[src/hdl/run_length_unpacker_unit_macros.svh]
// ----------------------------------------------------------------------------
// Run-length unpacker assertion macros
// Shorthand for the concurrent checks used in the run-length unpacker.
// ----------------------------------------------------------------------------
`ifndef RUN_LENGTH_UNPACKER_UNIT_MACROS_SVH
`define RUN_LENGTH_UNPACKER_UNIT_MACROS_SVH

`ifndef ASSERT_OFF
`define RLU_ASSERT_IMPL(label, clk, rstn, ante, cons) \
    label: assert property (@(posedge clk) disable iff (!(rstn)) (ante) |-> (cons)) \
        else $error("%m: same-cycle check failed");
`define RLU_ASSERT_NEXT(label, clk, rstn, ante, cons) \
    label: assert property (@(posedge clk) disable iff (!(rstn)) (ante) |=> (cons)) \
        else $error("%m: next-cycle check failed");
`else
`define RLU_ASSERT_IMPL(label, clk, rstn, ante, cons)
`define RLU_ASSERT_NEXT(label, clk, rstn, ante, cons)
`endif

`endif

[src/hdl/rlu_pkg.sv]
// ----------------------------------------------------------------------------
// Run-length unpacker package
// Shared constants, phase codes and the result record.
// ----------------------------------------------------------------------------
`default_nettype none

package rlu_pkg;

    localparam int ADDR_WIDTH = 16;

    localparam logic [7:0] RUN_FLAG = 8'h80;
    localparam logic [7:0] LEN_MASK = 8'h7f;

    localparam logic [1:0] PH_HEADER  = 2'd0;
    localparam logic [1:0] PH_REPEAT  = 2'd1;
    localparam logic [1:0] PH_LITERAL = 2'd2;

    typedef struct packed {
        logic        stream_end;
        logic [6:0]  repeat_count;
        logic [7:0]  write_value;
        logic [15:0] write_address;
    } rlu_result_t;

endpackage

`default_nettype wire

[src/hdl/rlu_decoder.sv]
// ----------------------------------------------------------------------------
// Run-length unpacker decoder
// Holds the stream phase, literal count, repeat count and write address, and turns each
// byte into at most one write command.
// ----------------------------------------------------------------------------
`default_nettype none

module rlu_decoder
    import rlu_pkg::*;
(
    input  wire logic        aclk,
    input  wire logic        aresetn,
    input  wire logic        advance,
    input  wire logic [7:0]  packed_byte,
    output logic             res_valid,
    output rlu_result_t      res
);

    logic [1:0]            phase_reg, phase_next;
    logic [6:0]            bytes_left_reg, bytes_left_next;
    logic [6:0]            run_count_reg, run_count_next;
    logic [ADDR_WIDTH-1:0] next_address_reg, next_address_next;
    logic [31:0]           addr_wide;

    assign addr_wide = 32'(next_address_reg);

    always_comb begin
        phase_next        = phase_reg;
        bytes_left_next   = bytes_left_reg;
        run_count_next    = run_count_reg;
        next_address_next = next_address_reg;
        res_valid         = 1'b0;
        res.write_address = addr_wide[15:0];
        res.write_value   = packed_byte;
        res.repeat_count  = 7'd1;
        res.stream_end    = 1'b0;
        unique case (phase_reg)
            PH_REPEAT: begin
                phase_next       = PH_HEADER;
                res.repeat_count = run_count_reg;
                if (run_count_reg != 7'd0) begin
                    res_valid         = 1'b1;
                    next_address_next = next_address_reg + ADDR_WIDTH'(run_count_reg);
                end
            end
            PH_LITERAL: begin
                res_valid         = 1'b1;
                next_address_next = next_address_reg + ADDR_WIDTH'(1);
                bytes_left_next   = bytes_left_reg - 7'd1;
                if (bytes_left_next == 7'd0) begin
                    phase_next = PH_HEADER;
                end
            end
            default: begin
                if (packed_byte == 8'd0) begin
                    res_valid         = 1'b1;
                    res.write_value   = 8'd0;
                    res.repeat_count  = 7'd0;
                    res.stream_end    = 1'b1;
                    next_address_next = '0;
                    bytes_left_next   = 7'd0;
                    phase_next        = PH_HEADER;
                end else if ((packed_byte & RUN_FLAG) != 8'd0) begin
                    run_count_next = 7'(packed_byte & LEN_MASK);
                    phase_next     = PH_REPEAT;
                end else begin
                    bytes_left_next = 7'(packed_byte & LEN_MASK);
                    phase_next      = PH_LITERAL;
                end
            end
        endcase
    end

    always_ff @(posedge aclk) begin
        if (!aresetn) begin
            phase_reg        <= PH_HEADER;
            bytes_left_reg   <= 7'd0;
            run_count_reg    <= 7'd0;
            next_address_reg <= '0;
        end else if (advance) begin
            phase_reg        <= phase_next;
            bytes_left_reg   <= bytes_left_next;
            run_count_reg    <= run_count_next;
            next_address_reg <= next_address_next;
        end
    end

endmodule

`default_nettype wire

[src/hdl/rlu_out_reg.sv]
// ----------------------------------------------------------------------------
// Run-length unpacker output register
// Holds one write command until the receiver takes the beat.
// ----------------------------------------------------------------------------
`default_nettype none

module rlu_out_reg
    import rlu_pkg::*;
(
    input  wire logic         aclk,
    input  wire logic         aresetn,
    input  wire logic         load,
    input  wire rlu_result_t  load_data,
    input  wire logic         out_ready,
    output logic              out_valid,
    output rlu_result_t       out_data
);

    logic        valid_reg, valid_next;
    rlu_result_t data_reg;

    always_comb begin
        valid_next = valid_reg;
        if (load) begin
            valid_next = 1'b1;
        end else if (out_ready) begin
            valid_next = 1'b0;
        end
    end

    always_ff @(posedge aclk) begin
        if (!aresetn) begin
            valid_reg <= 1'b0;
        end else begin
            valid_reg <= valid_next;
        end
    end

    always_ff @(posedge aclk) begin
        if (load) begin
            data_reg <= load_data;
        end
    end

    assign out_valid = valid_reg;
    assign out_data  = data_reg;

endmodule

`default_nettype wire

[src/hdl/run_length_unpacker_unit.sv]
// ----------------------------------------------------------------------------
// Run-length unpacker
// Expands a packed byte stream into write commands (address, value, count).
// ----------------------------------------------------------------------------
// The s_ channel takes one stream byte per beat: a header, a repeat value or
// a literal. The m_ channel gives one write command per beat, with the start
// address, the byte value and the repeat count in m_tdata. A zero header
// gives a beat with m_tlast high, count and value zero, and the address just
// past the last write; the address then restarts at zero.
// A byte is registered at the input, decoded from the input register and its
// command is registered at the output when the byte advances. One byte is
// taken per cycle while the output register is empty or its beat is taken;
// non-zero headers and zero-length repeats give no output beat. The rate
// is set by the single decode stage between the input and output registers.
// When the receiver holds m_tready low, the output register keeps its beat
// and the input register fills; s_tready then drops until the beat is taken.
// Reset clears the phase to expecting a header, the address to zero and both
// registers to empty.
// ----------------------------------------------------------------------------
`default_nettype none

`include "run_length_unpacker_unit_macros.svh"

module run_length_unpacker_unit
    import rlu_pkg::*;
(
    input  wire logic        aclk,
    input  wire logic        aresetn,
    input  wire logic        s_tvalid,
    output logic             s_tready,
    input  wire logic [7:0]  s_tdata,   // packed_byte
    output logic             m_tvalid,
    input  wire logic        m_tready,
    output logic [31:0]      m_tdata,   // write_address, write_value, repeat_count, zero
    output logic             m_tlast
);

    logic        in_valid_reg, in_valid_next;
    logic [7:0]  in_byte_reg;
    logic        advance;
    logic        res_valid;
    rlu_result_t res;
    rlu_result_t out_data;

    assign advance  = in_valid_reg && (!m_tvalid || m_tready);
    assign s_tready = !in_valid_reg || advance;

    always_comb begin
        in_valid_next = in_valid_reg;
        if (s_tvalid && s_tready) begin
            in_valid_next = 1'b1;
        end else if (advance) begin
            in_valid_next = 1'b0;
        end
    end

    always_ff @(posedge aclk) begin
        if (!aresetn) begin
            in_valid_reg <= 1'b0;
        end else begin
            in_valid_reg <= in_valid_next;
        end
    end

    always_ff @(posedge aclk) begin
        if (s_tvalid && s_tready) begin
            in_byte_reg <= s_tdata;
        end
    end

    rlu_decoder u_decoder (
        .aclk        (aclk),
        .aresetn     (aresetn),
        .advance     (advance),
        .packed_byte (in_byte_reg),
        .res_valid   (res_valid),
        .res         (res)
    );

    rlu_out_reg u_out_reg (
        .aclk      (aclk),
        .aresetn   (aresetn),
        .load      (advance && res_valid),
        .load_data (res),
        .out_ready (m_tready),
        .out_valid (m_tvalid),
        .out_data  (out_data)
    );

    assign m_tdata = {1'b0, out_data.repeat_count, out_data.write_value,
                      out_data.write_address};
    assign m_tlast = out_data.stream_end;

    `RLU_ASSERT_IMPL(a_end_beat_empty, aclk, aresetn, m_tvalid && m_tlast,
                     m_tdata[30:16] == 15'd0)
    `RLU_ASSERT_IMPL(a_write_nonzero, aclk, aresetn, m_tvalid && !m_tlast,
                     m_tdata[30:24] != 7'd0)
    `RLU_ASSERT_IMPL(a_ready_when_drained, aclk, aresetn, !m_tvalid, s_tready)
    `RLU_ASSERT_NEXT(a_stall_keeps_input, aclk, aresetn,
                     in_valid_reg && m_tvalid && !m_tready, in_valid_reg)

endmodule

`default_nettype wire

[config.mk]
export PLATFORM = sky130hd
export DESIGN_NAME = run_length_unpacker_unit
export DESIGN_NICKNAME = d
export VERILOG_FILES = /design/src/hdl/rlu_pkg.sv /design/src/hdl/rlu_decoder.sv /design/src/hdl/rlu_out_reg.sv /design/src/hdl/run_length_unpacker_unit.sv
export VERILOG_INCLUDE_DIRS = /design/src /design/src/hdl
export SDC_FILE = /design/constraint.sdc
export NUM_CORES = 1
export LEC_CHECK = 0
export BUFFER_PORTS_ARGS = -buffer_cell sky130_fd_sc_hd__buf_2
export CORE_ASPECT_RATIO = 1.1
export CORE_MARGIN = 10
export CORE_UTILIZATION = 40
export CTS_CLUSTER_DIAMETER = 200
export DETAILED_ROUTE_END_ITERATION = 8
export SYNTH_ARGS = -nofsm -noshare
export SYNTH_HDL_FRONTEND = slang
export SYNTH_SLANG_ARGS = --single-unit
[constraint.sdc]
create_clock -name aclk -period 3.8 [get_ports aclk]
set_clock_uncertainty 0.2 [all_clocks]
set_input_delay 0.19 -clock aclk [delete_from_list [all_inputs] [get_ports aclk]]
set_output_delay 0.19 -clock aclk [all_outputs]
set_load 0.01 [all_outputs]
# --- Yosys cells after proc, flatten, opt, wreduce, memory -nomap -nowiden ---
# Cells that the tools add are included.
word_totals:
  word_cells: 60
  reg_bits: 74
  inputBits: 12
op_classes:
  eq_ne: 5
  muxes: 20
  addsub: 3
  bitwise: 3
  reduce_logical: 18
ops:
  columns: ["op", "count"]
  rows:
  - ["16-bit 2-to-1 mux", 3]
  - ["16-bit case mux with 2 select lines", 1]
  - ["7-bit case mux with 2 select lines", 2]
  - ["16-bit by 1-bit adder with 16-bit output, second input constant", 1]
  - ["16-bit by 7-bit adder with 16-bit output", 1]
  - ["7-bit 2-to-1 mux", 2]
  - ["8-bit zero test", 1]
  - ["8-bit 2-to-1 mux", 1]
  - ["7-bit zero test", 1]
  - ["7-bit nonzero test", 1]
  - ["7-bit by 1-bit subtractor with 7-bit output, second input constant", 1]
  - ["1-bit 2-to-1 mux", 6]
  - ["2-bit 2-to-1 mux", 3]
  - ["3-bit AND reduction", 2]
  - ["2-bit by 1-bit != test with 1-bit output, second input constant", 2]
  - ["2-bit case mux with 2 select lines", 1]
  - ["4-bit AND reduction", 1]
  - ["2-bit nonzero test", 2]
  - ["1-bit logical AND", 3]
  - ["3-bit by 1-bit != test with 1-bit output, second input constant", 1]
  - ["1-bit NOT", 3]
  - ["3-bit nonzero test", 1]
  - ["2-bit by 1-bit equality test with 1-bit output, second input constant", 1]
  - ["2-bit equality test, second input constant", 1]
  - ["other kinds (5)", 7]

# --- Depth between registers and ports, before layout ---
logic_depth:
  depth_word: 6
  depth_mapped: 13
  mapped_depth_nobuf: 11

# --- By module ---
# Synthesis repeated with hierarchy kept, for this count alone.
unflattened:
  cells_unflattened: 331
  hier_area_um2: 3515.9
by_module_without_submodules:
  columns: ["module", "area_per_inst_um2", "seq_area_each_um2", "n_inst", "cells_per_inst"]
  rows:
  - ["rlu_decoder", 2178.3, 640.6, 1, 278]
  - ["rlu_out_reg", 1002.2, 980.9, 1, 35]
  - ["run_length_unpacker_unit", 335.3, 260.2, 1, 18]

# --- Worst setup path after synthesis ---
# Ideal clock, no wire load.
synth_timing:
  kind: "flip-flop to flip-flop"
  startpoint: "register u_decoder.phase_reg[0]"
  endpoint: "register u_decoder.next_address_reg[14]"
  setup_ps: 72
  synth_period_minus_slack_ps: 3111
  stages_incl_launch_ff: 14
  required_time_ps: 3528
  t_arrival_ps: 2839
  n_path_buf: 2
  slack_ps: 689
  cell_sequence: "dfxtp_1 -> inv_1 -> ha_1 -> clkbuf_1 -> clkbuf_1 -> or2_2 -> ha_1 -> inv_1 -> fa_1 -> nor2b_1 -> o31a_1 -> o31ai_1 -> a2111oi_1 -> mux2i_1"
synth_via:
  elab_chain_cells: 3
synth_lines:
  columns: ["element", "line", "rtl"]
  rows:
  - ["start: declaration", "rlu_decoder.sv:19", "logic [1:0] phase_reg, phase_next;"]
  - ["start signal: assignment", "rlu_decoder.sv:81", "phase_reg <= phase_next;"]
  - ["2-bit by 1-bit equality test with 1-bit output or 2-bit equality test (tied branches)", "rlu_decoder.sv:37", "unique case (phase_reg)"]
  - ["2-bit by 1-bit != test with 1-bit output (no source line) or 3-bit nonzero test (tied branches)", null, null]
  - ["3-bit AND reduction (no source line)", null, null]
  - ["end signal: assignment", "rlu_decoder.sv:84", "next_address_reg <= next_address_next;"]
  - ["end: declaration", "rlu_decoder.sv:22", "logic [ADDR_WIDTH-1:0] next_address_reg, next_address_next;"]
# Several ways; a longest one is shown, not always the timed one.
# A chain may end at the register's enable or synchronous reset.

# --- Worst setup path in the final report ---
layout_timing:
  startpoint: "register u_decoder.phase_reg[0]"
  endpoint: "register u_decoder.next_address_reg[6]"
# The elaborated chain is that of the path after synthesis.

==> impl_metrics.csv <==
group,metric,value,unit
clocking,cts_hold_buf,9,
worst_hold_path,hold_start,"aresetn",
synthesis,synthFlopType,"edfxtp_1",
clocking,clk_pin_slew,0.08,ns
sta,rsz0062_at_grt,"no",
die,core_area,8320,sq um
power_and_ir_drop,p_sw_share,24.62,%
synthesis,synth-edff-count,40,
drt,wl,7158,microns
run,cap_violations,0,
synthesis,synth_top_area_share,35.52,%
synthesis,synth_seq_area_share,55.64,%
clocking,insertion_delay,0.35,ns
power_and_ir_drop,seqPwrFrac,54.2,%
sta,max_slew.worst_pin.slew,0.7459,ns
power_and_ir_drop,cellPowerDensity,406.9,nW/um^2
cells_and_area,multi_input_comb_area,1360,sq um
drt,wl_per_cell,15.10,microns
worst_setup_path,crit_start,"u_decoder.phase_reg[0]$_SDFFE_PN0P_",
place,place.detailed.hpwl,5115,microns
worst_hold_path,hold_end,"u_decoder.bytes_left_reg[5]$_SDFFE_PN0P_",
synthesis,ys_ff_latch,74,
place,io_buffers,45,
synthesis,synth_area_leader_cell,"edfxtp_1",
worst_setup_path,end_kind,"flop",
synthesis,netlist_area,3382,sq um
die,initial_utilization,40.65,%
synthesis,synth_cells,310,
drt,antenna_left,0,
worst_setup_path,ff2ff_setup_slack,0.70,ns
sta,slew_violations,0,
clocking,cts_max_level,3,
synthesis,synthDistinctLibCells,54,
die,rows,35,
worst_setup_path,required,3.84,ns
global_route,grt_pass1_vias,2312,
place,pre_cts_ws,0.7289,ns
clocking,cts_tree,"built",
synthesis,yosysWarnings,0,
worst_setup_path,critical_path.max_fanout,9,
cells_and_area,antennaDiodeCount,0,
global_route,antenna_found_initial,0,
worst_setup_path,crit_arrival,3.14,ns
drt,vias,2406,
sta,period_minus_slack,3.101,ns
worst_setup_path,critPathMaxStageDelay,0.51,ns
synthesis,syn_nets,334,
sta,postLayoutSetupSlackWorst,0.6988,ns
clocking,cts_max_path_buffers,2,
worst_setup_path,r2r-start,"u_decoder.phase_reg[0]$_SDFFE_PN0P_",
clocking,cts_buffers,9,
worst_setup_path,worst-path-buf-inv,2,
clocking,cts_resized,0,
sta,fmax,322.5,MHz
power_and_ir_drop,p_leak,1.544,nW
synthesis,synthArstFlopShare,0,%
clocking,post_cts_buffers,0,
sta,fin_tns_setup,0,ns
die,die_w,107.7,microns
worst_setup_path,reg2reg_to,"u_decoder.next_address_reg[6]$_SDFFE_PN0P_",
sta,hold_viol,0,
global_route,grt_max_degree,22,
worst_setup_path,crit_type,"flop to flop",
cells_and_area,largest_register_ffs,32,
cells_and_area,seq_area,1882,sq um
drt,drtPass1Iterations,4,
die,die_h,116.4,microns
place,gp_congestion,0.8860,
cells_and_area,layout-drive-gt1-share,20.39,%
global_route,grt_use_total,11.98,%
power_and_ir_drop,p_clk_share,37.8,%
worst_setup_path,cpMaxStageDelayCell,"o31ai_1",
die,dieArea,12540,sq um
worst_hold_path,holdPathStages,2,
drt,drt_iter0_markers,70,
cells_and_area,syn_to_final_growth,17.65,%
worst_setup_path,cp_top_family,"compound AO/OA/AOI/OAI gates",
clocking,root_buffer,"clkbuf_8",
worst_hold_path,worstHoldPathType,"input pin to flop",
sta,slew_headroom,50.22,%
clocking,clock_sinks,74,
sta,setup_violations,0,
synthesis,synthTopCellsByArea,"edfxtp_1, dfxtp_1, mux2i_1, ha_1, a21oi_1",
synthesis,synth.avg_cell_area,10.91,sq um
power_and_ir_drop,switchingPower,0.3986,mW
cells_and_area,fill_cells,805,
cells_and_area,nNetsFinal,382,
die,pin_count,47,
status,status,"finished clean",
drt,drc,0,
power_and_ir_drop,ir_drop,0.0002342,V
worst_setup_path,path_cells,"inv_1, ha_1, or2_2, ha_1, inv_1, fa_1, nor2b_1, o31a_1, o31ai_1, nand3_1, o41ai_1",
global_route,grt_pass1_wl,11850,microns
worst_setup_path,startpoint_type,"flop",
power_and_ir_drop,power.internal,1.220,mW
global_route,gr-total-overflow,0,
power_and_ir_drop,combPwrFrac,8.0,%
worst_setup_path,rr_worst_depth,11,
drt,viasPerCell,5.076,
sta,fin_crit_sh,81.61,%
through the flow:
stage,cells,power (mW),util (%),hold WS (ns),instance area [sq um]
2_1_floorplan,310,0.9839,-,0.08887,3382
3_3_place_gp,449,1.018,44.33,0.1663,3689
3_5_place_dp,449,1.019,44.33,0.1681,3689
4_1_cts,474,1.638,47.82,0.005564,3979
5_1_grt,474,1.691,47.82,0.02259,3979
6_report,474,1.619,47.82,0.01703,3979
power groups by stage:
stage,logic [mW],clock network (mW),registers (mW)
2_1_floorplan,0.0908,0,0.893
3_3_place_gp,0.122,0,0.896
3_5_place_dp,0.123,0,0.896
4_1_cts,0.131,0.629,0.878
5_1_grt,0.146,0.665,0.880
6_report,0.130,0.611,0.877
kinds of logic (layout without fill, tap and decap cells):
family / count (synthesis) / in the layout / synth area share [%]
buffers and inverters: 36 / 89 / 4.143
other: 1 / 1 / 0.1109
and+or+nand+nor: 103 / 103 / 16.43
xor gates and xnor gates: 4 / 4 / 1.036
adders and majority gates: 12 / 12 / 4.661
DFF: 74 / 74 / 55.64
AOI/OAI and AO/OA: 62 / 62 / 12.65
muxes: 18 / 18 / 5.327
cell type report:
class                           instances  share of cell area (%)
Sequential cell                        74                   47.30
Multi-Input combinational cell        200                   34.18
Timing Repair Buffer                   57                   8.491
Tap cell                              111                   3.491
Clock buffer                            9                   3.113
Clock inverter                          7                   1.918
Inverter                               16                   1.509
per-layer routing:
| layer | track usage (%) | share of wire, % | vias up |
|---|---|---|---|
| li1 | - | - | 1222 |
| met1 | 14.55 | 43 | 1105 |
| met2 | 18.47 | 47 | 65 |
| met3 | 4.249 | 6.9 | 14 |
| met4 | 5.882 | 2.6 | 0 |
| met5 | 0 | 0 | - |
cell usage in the layout, fill, tap and decap left out, types with 11 or more instances in the layout:
cell type  instances
edfxtp_1          40
dfxtp_1           34
nor2_1            21
a21oi_1           20
buf_2             45
nand3_1           11
inv_1             16
nand2_1           17
ha_1              11
mux2i_1           18
Yosys cell counts (8+ instances only):
| master | n |
|---|---|
| ha_1 | 11 |
| nand2_1 | 17 |
| dfxtp_1 | 34 |
| edfxtp_1 | 40 |
| a21oi_1 | 20 |
| nor2b_1 | 10 |
| nor2_1 | 21 |
| and2_1 | 8 |
| nand3_1 | 11 |
| clkbuf_1 | 18 |
| inv_1 | 16 |
| o21ai_0 | 9 |
| mux2i_1 | 18 |
worst reg2reg max path: cells and delay by family (launching register included):
kind                       cells  cell delay, ns
buffers and inverters          2            0.13
and+or+nand+nor                3            0.53
AOI/OAI and AO/OA              3            1.07
adders and majority gates      3            0.70
DFF                            1            0.37
worst max path at each step:
| stage | to | depth (start not counted) | slack, ns |
|---|---|---|---|
| 6_report | u_decoder.next_address_reg[6]$_SDFFE_PN0P_ | 11 | 0.70 |
| 4_1_cts | u_decoder.next_address_reg[6]$_SDFFE_PN0P_ | 11 | 0.69 |
| 5_1_grt | u_decoder.next_address_reg[6]$_SDFFE_PN0P_ | 11 | 0.43 |
| 3_3_place_gp | u_decoder.next_address_reg[14]$_SDFFE_PN0P_ | 11 | 0.87 |
| 2_1_floorplan | u_decoder.next_address_reg[14]$_SDFFE_PN0P_ | 13 | 0.69 |
| 3_5_place_dp | u_decoder.next_address_reg[6]$_SDFFE_PN0P_ | 11 | 0.73 |
No activity file was read; power rests on OpenSTA's default activity.
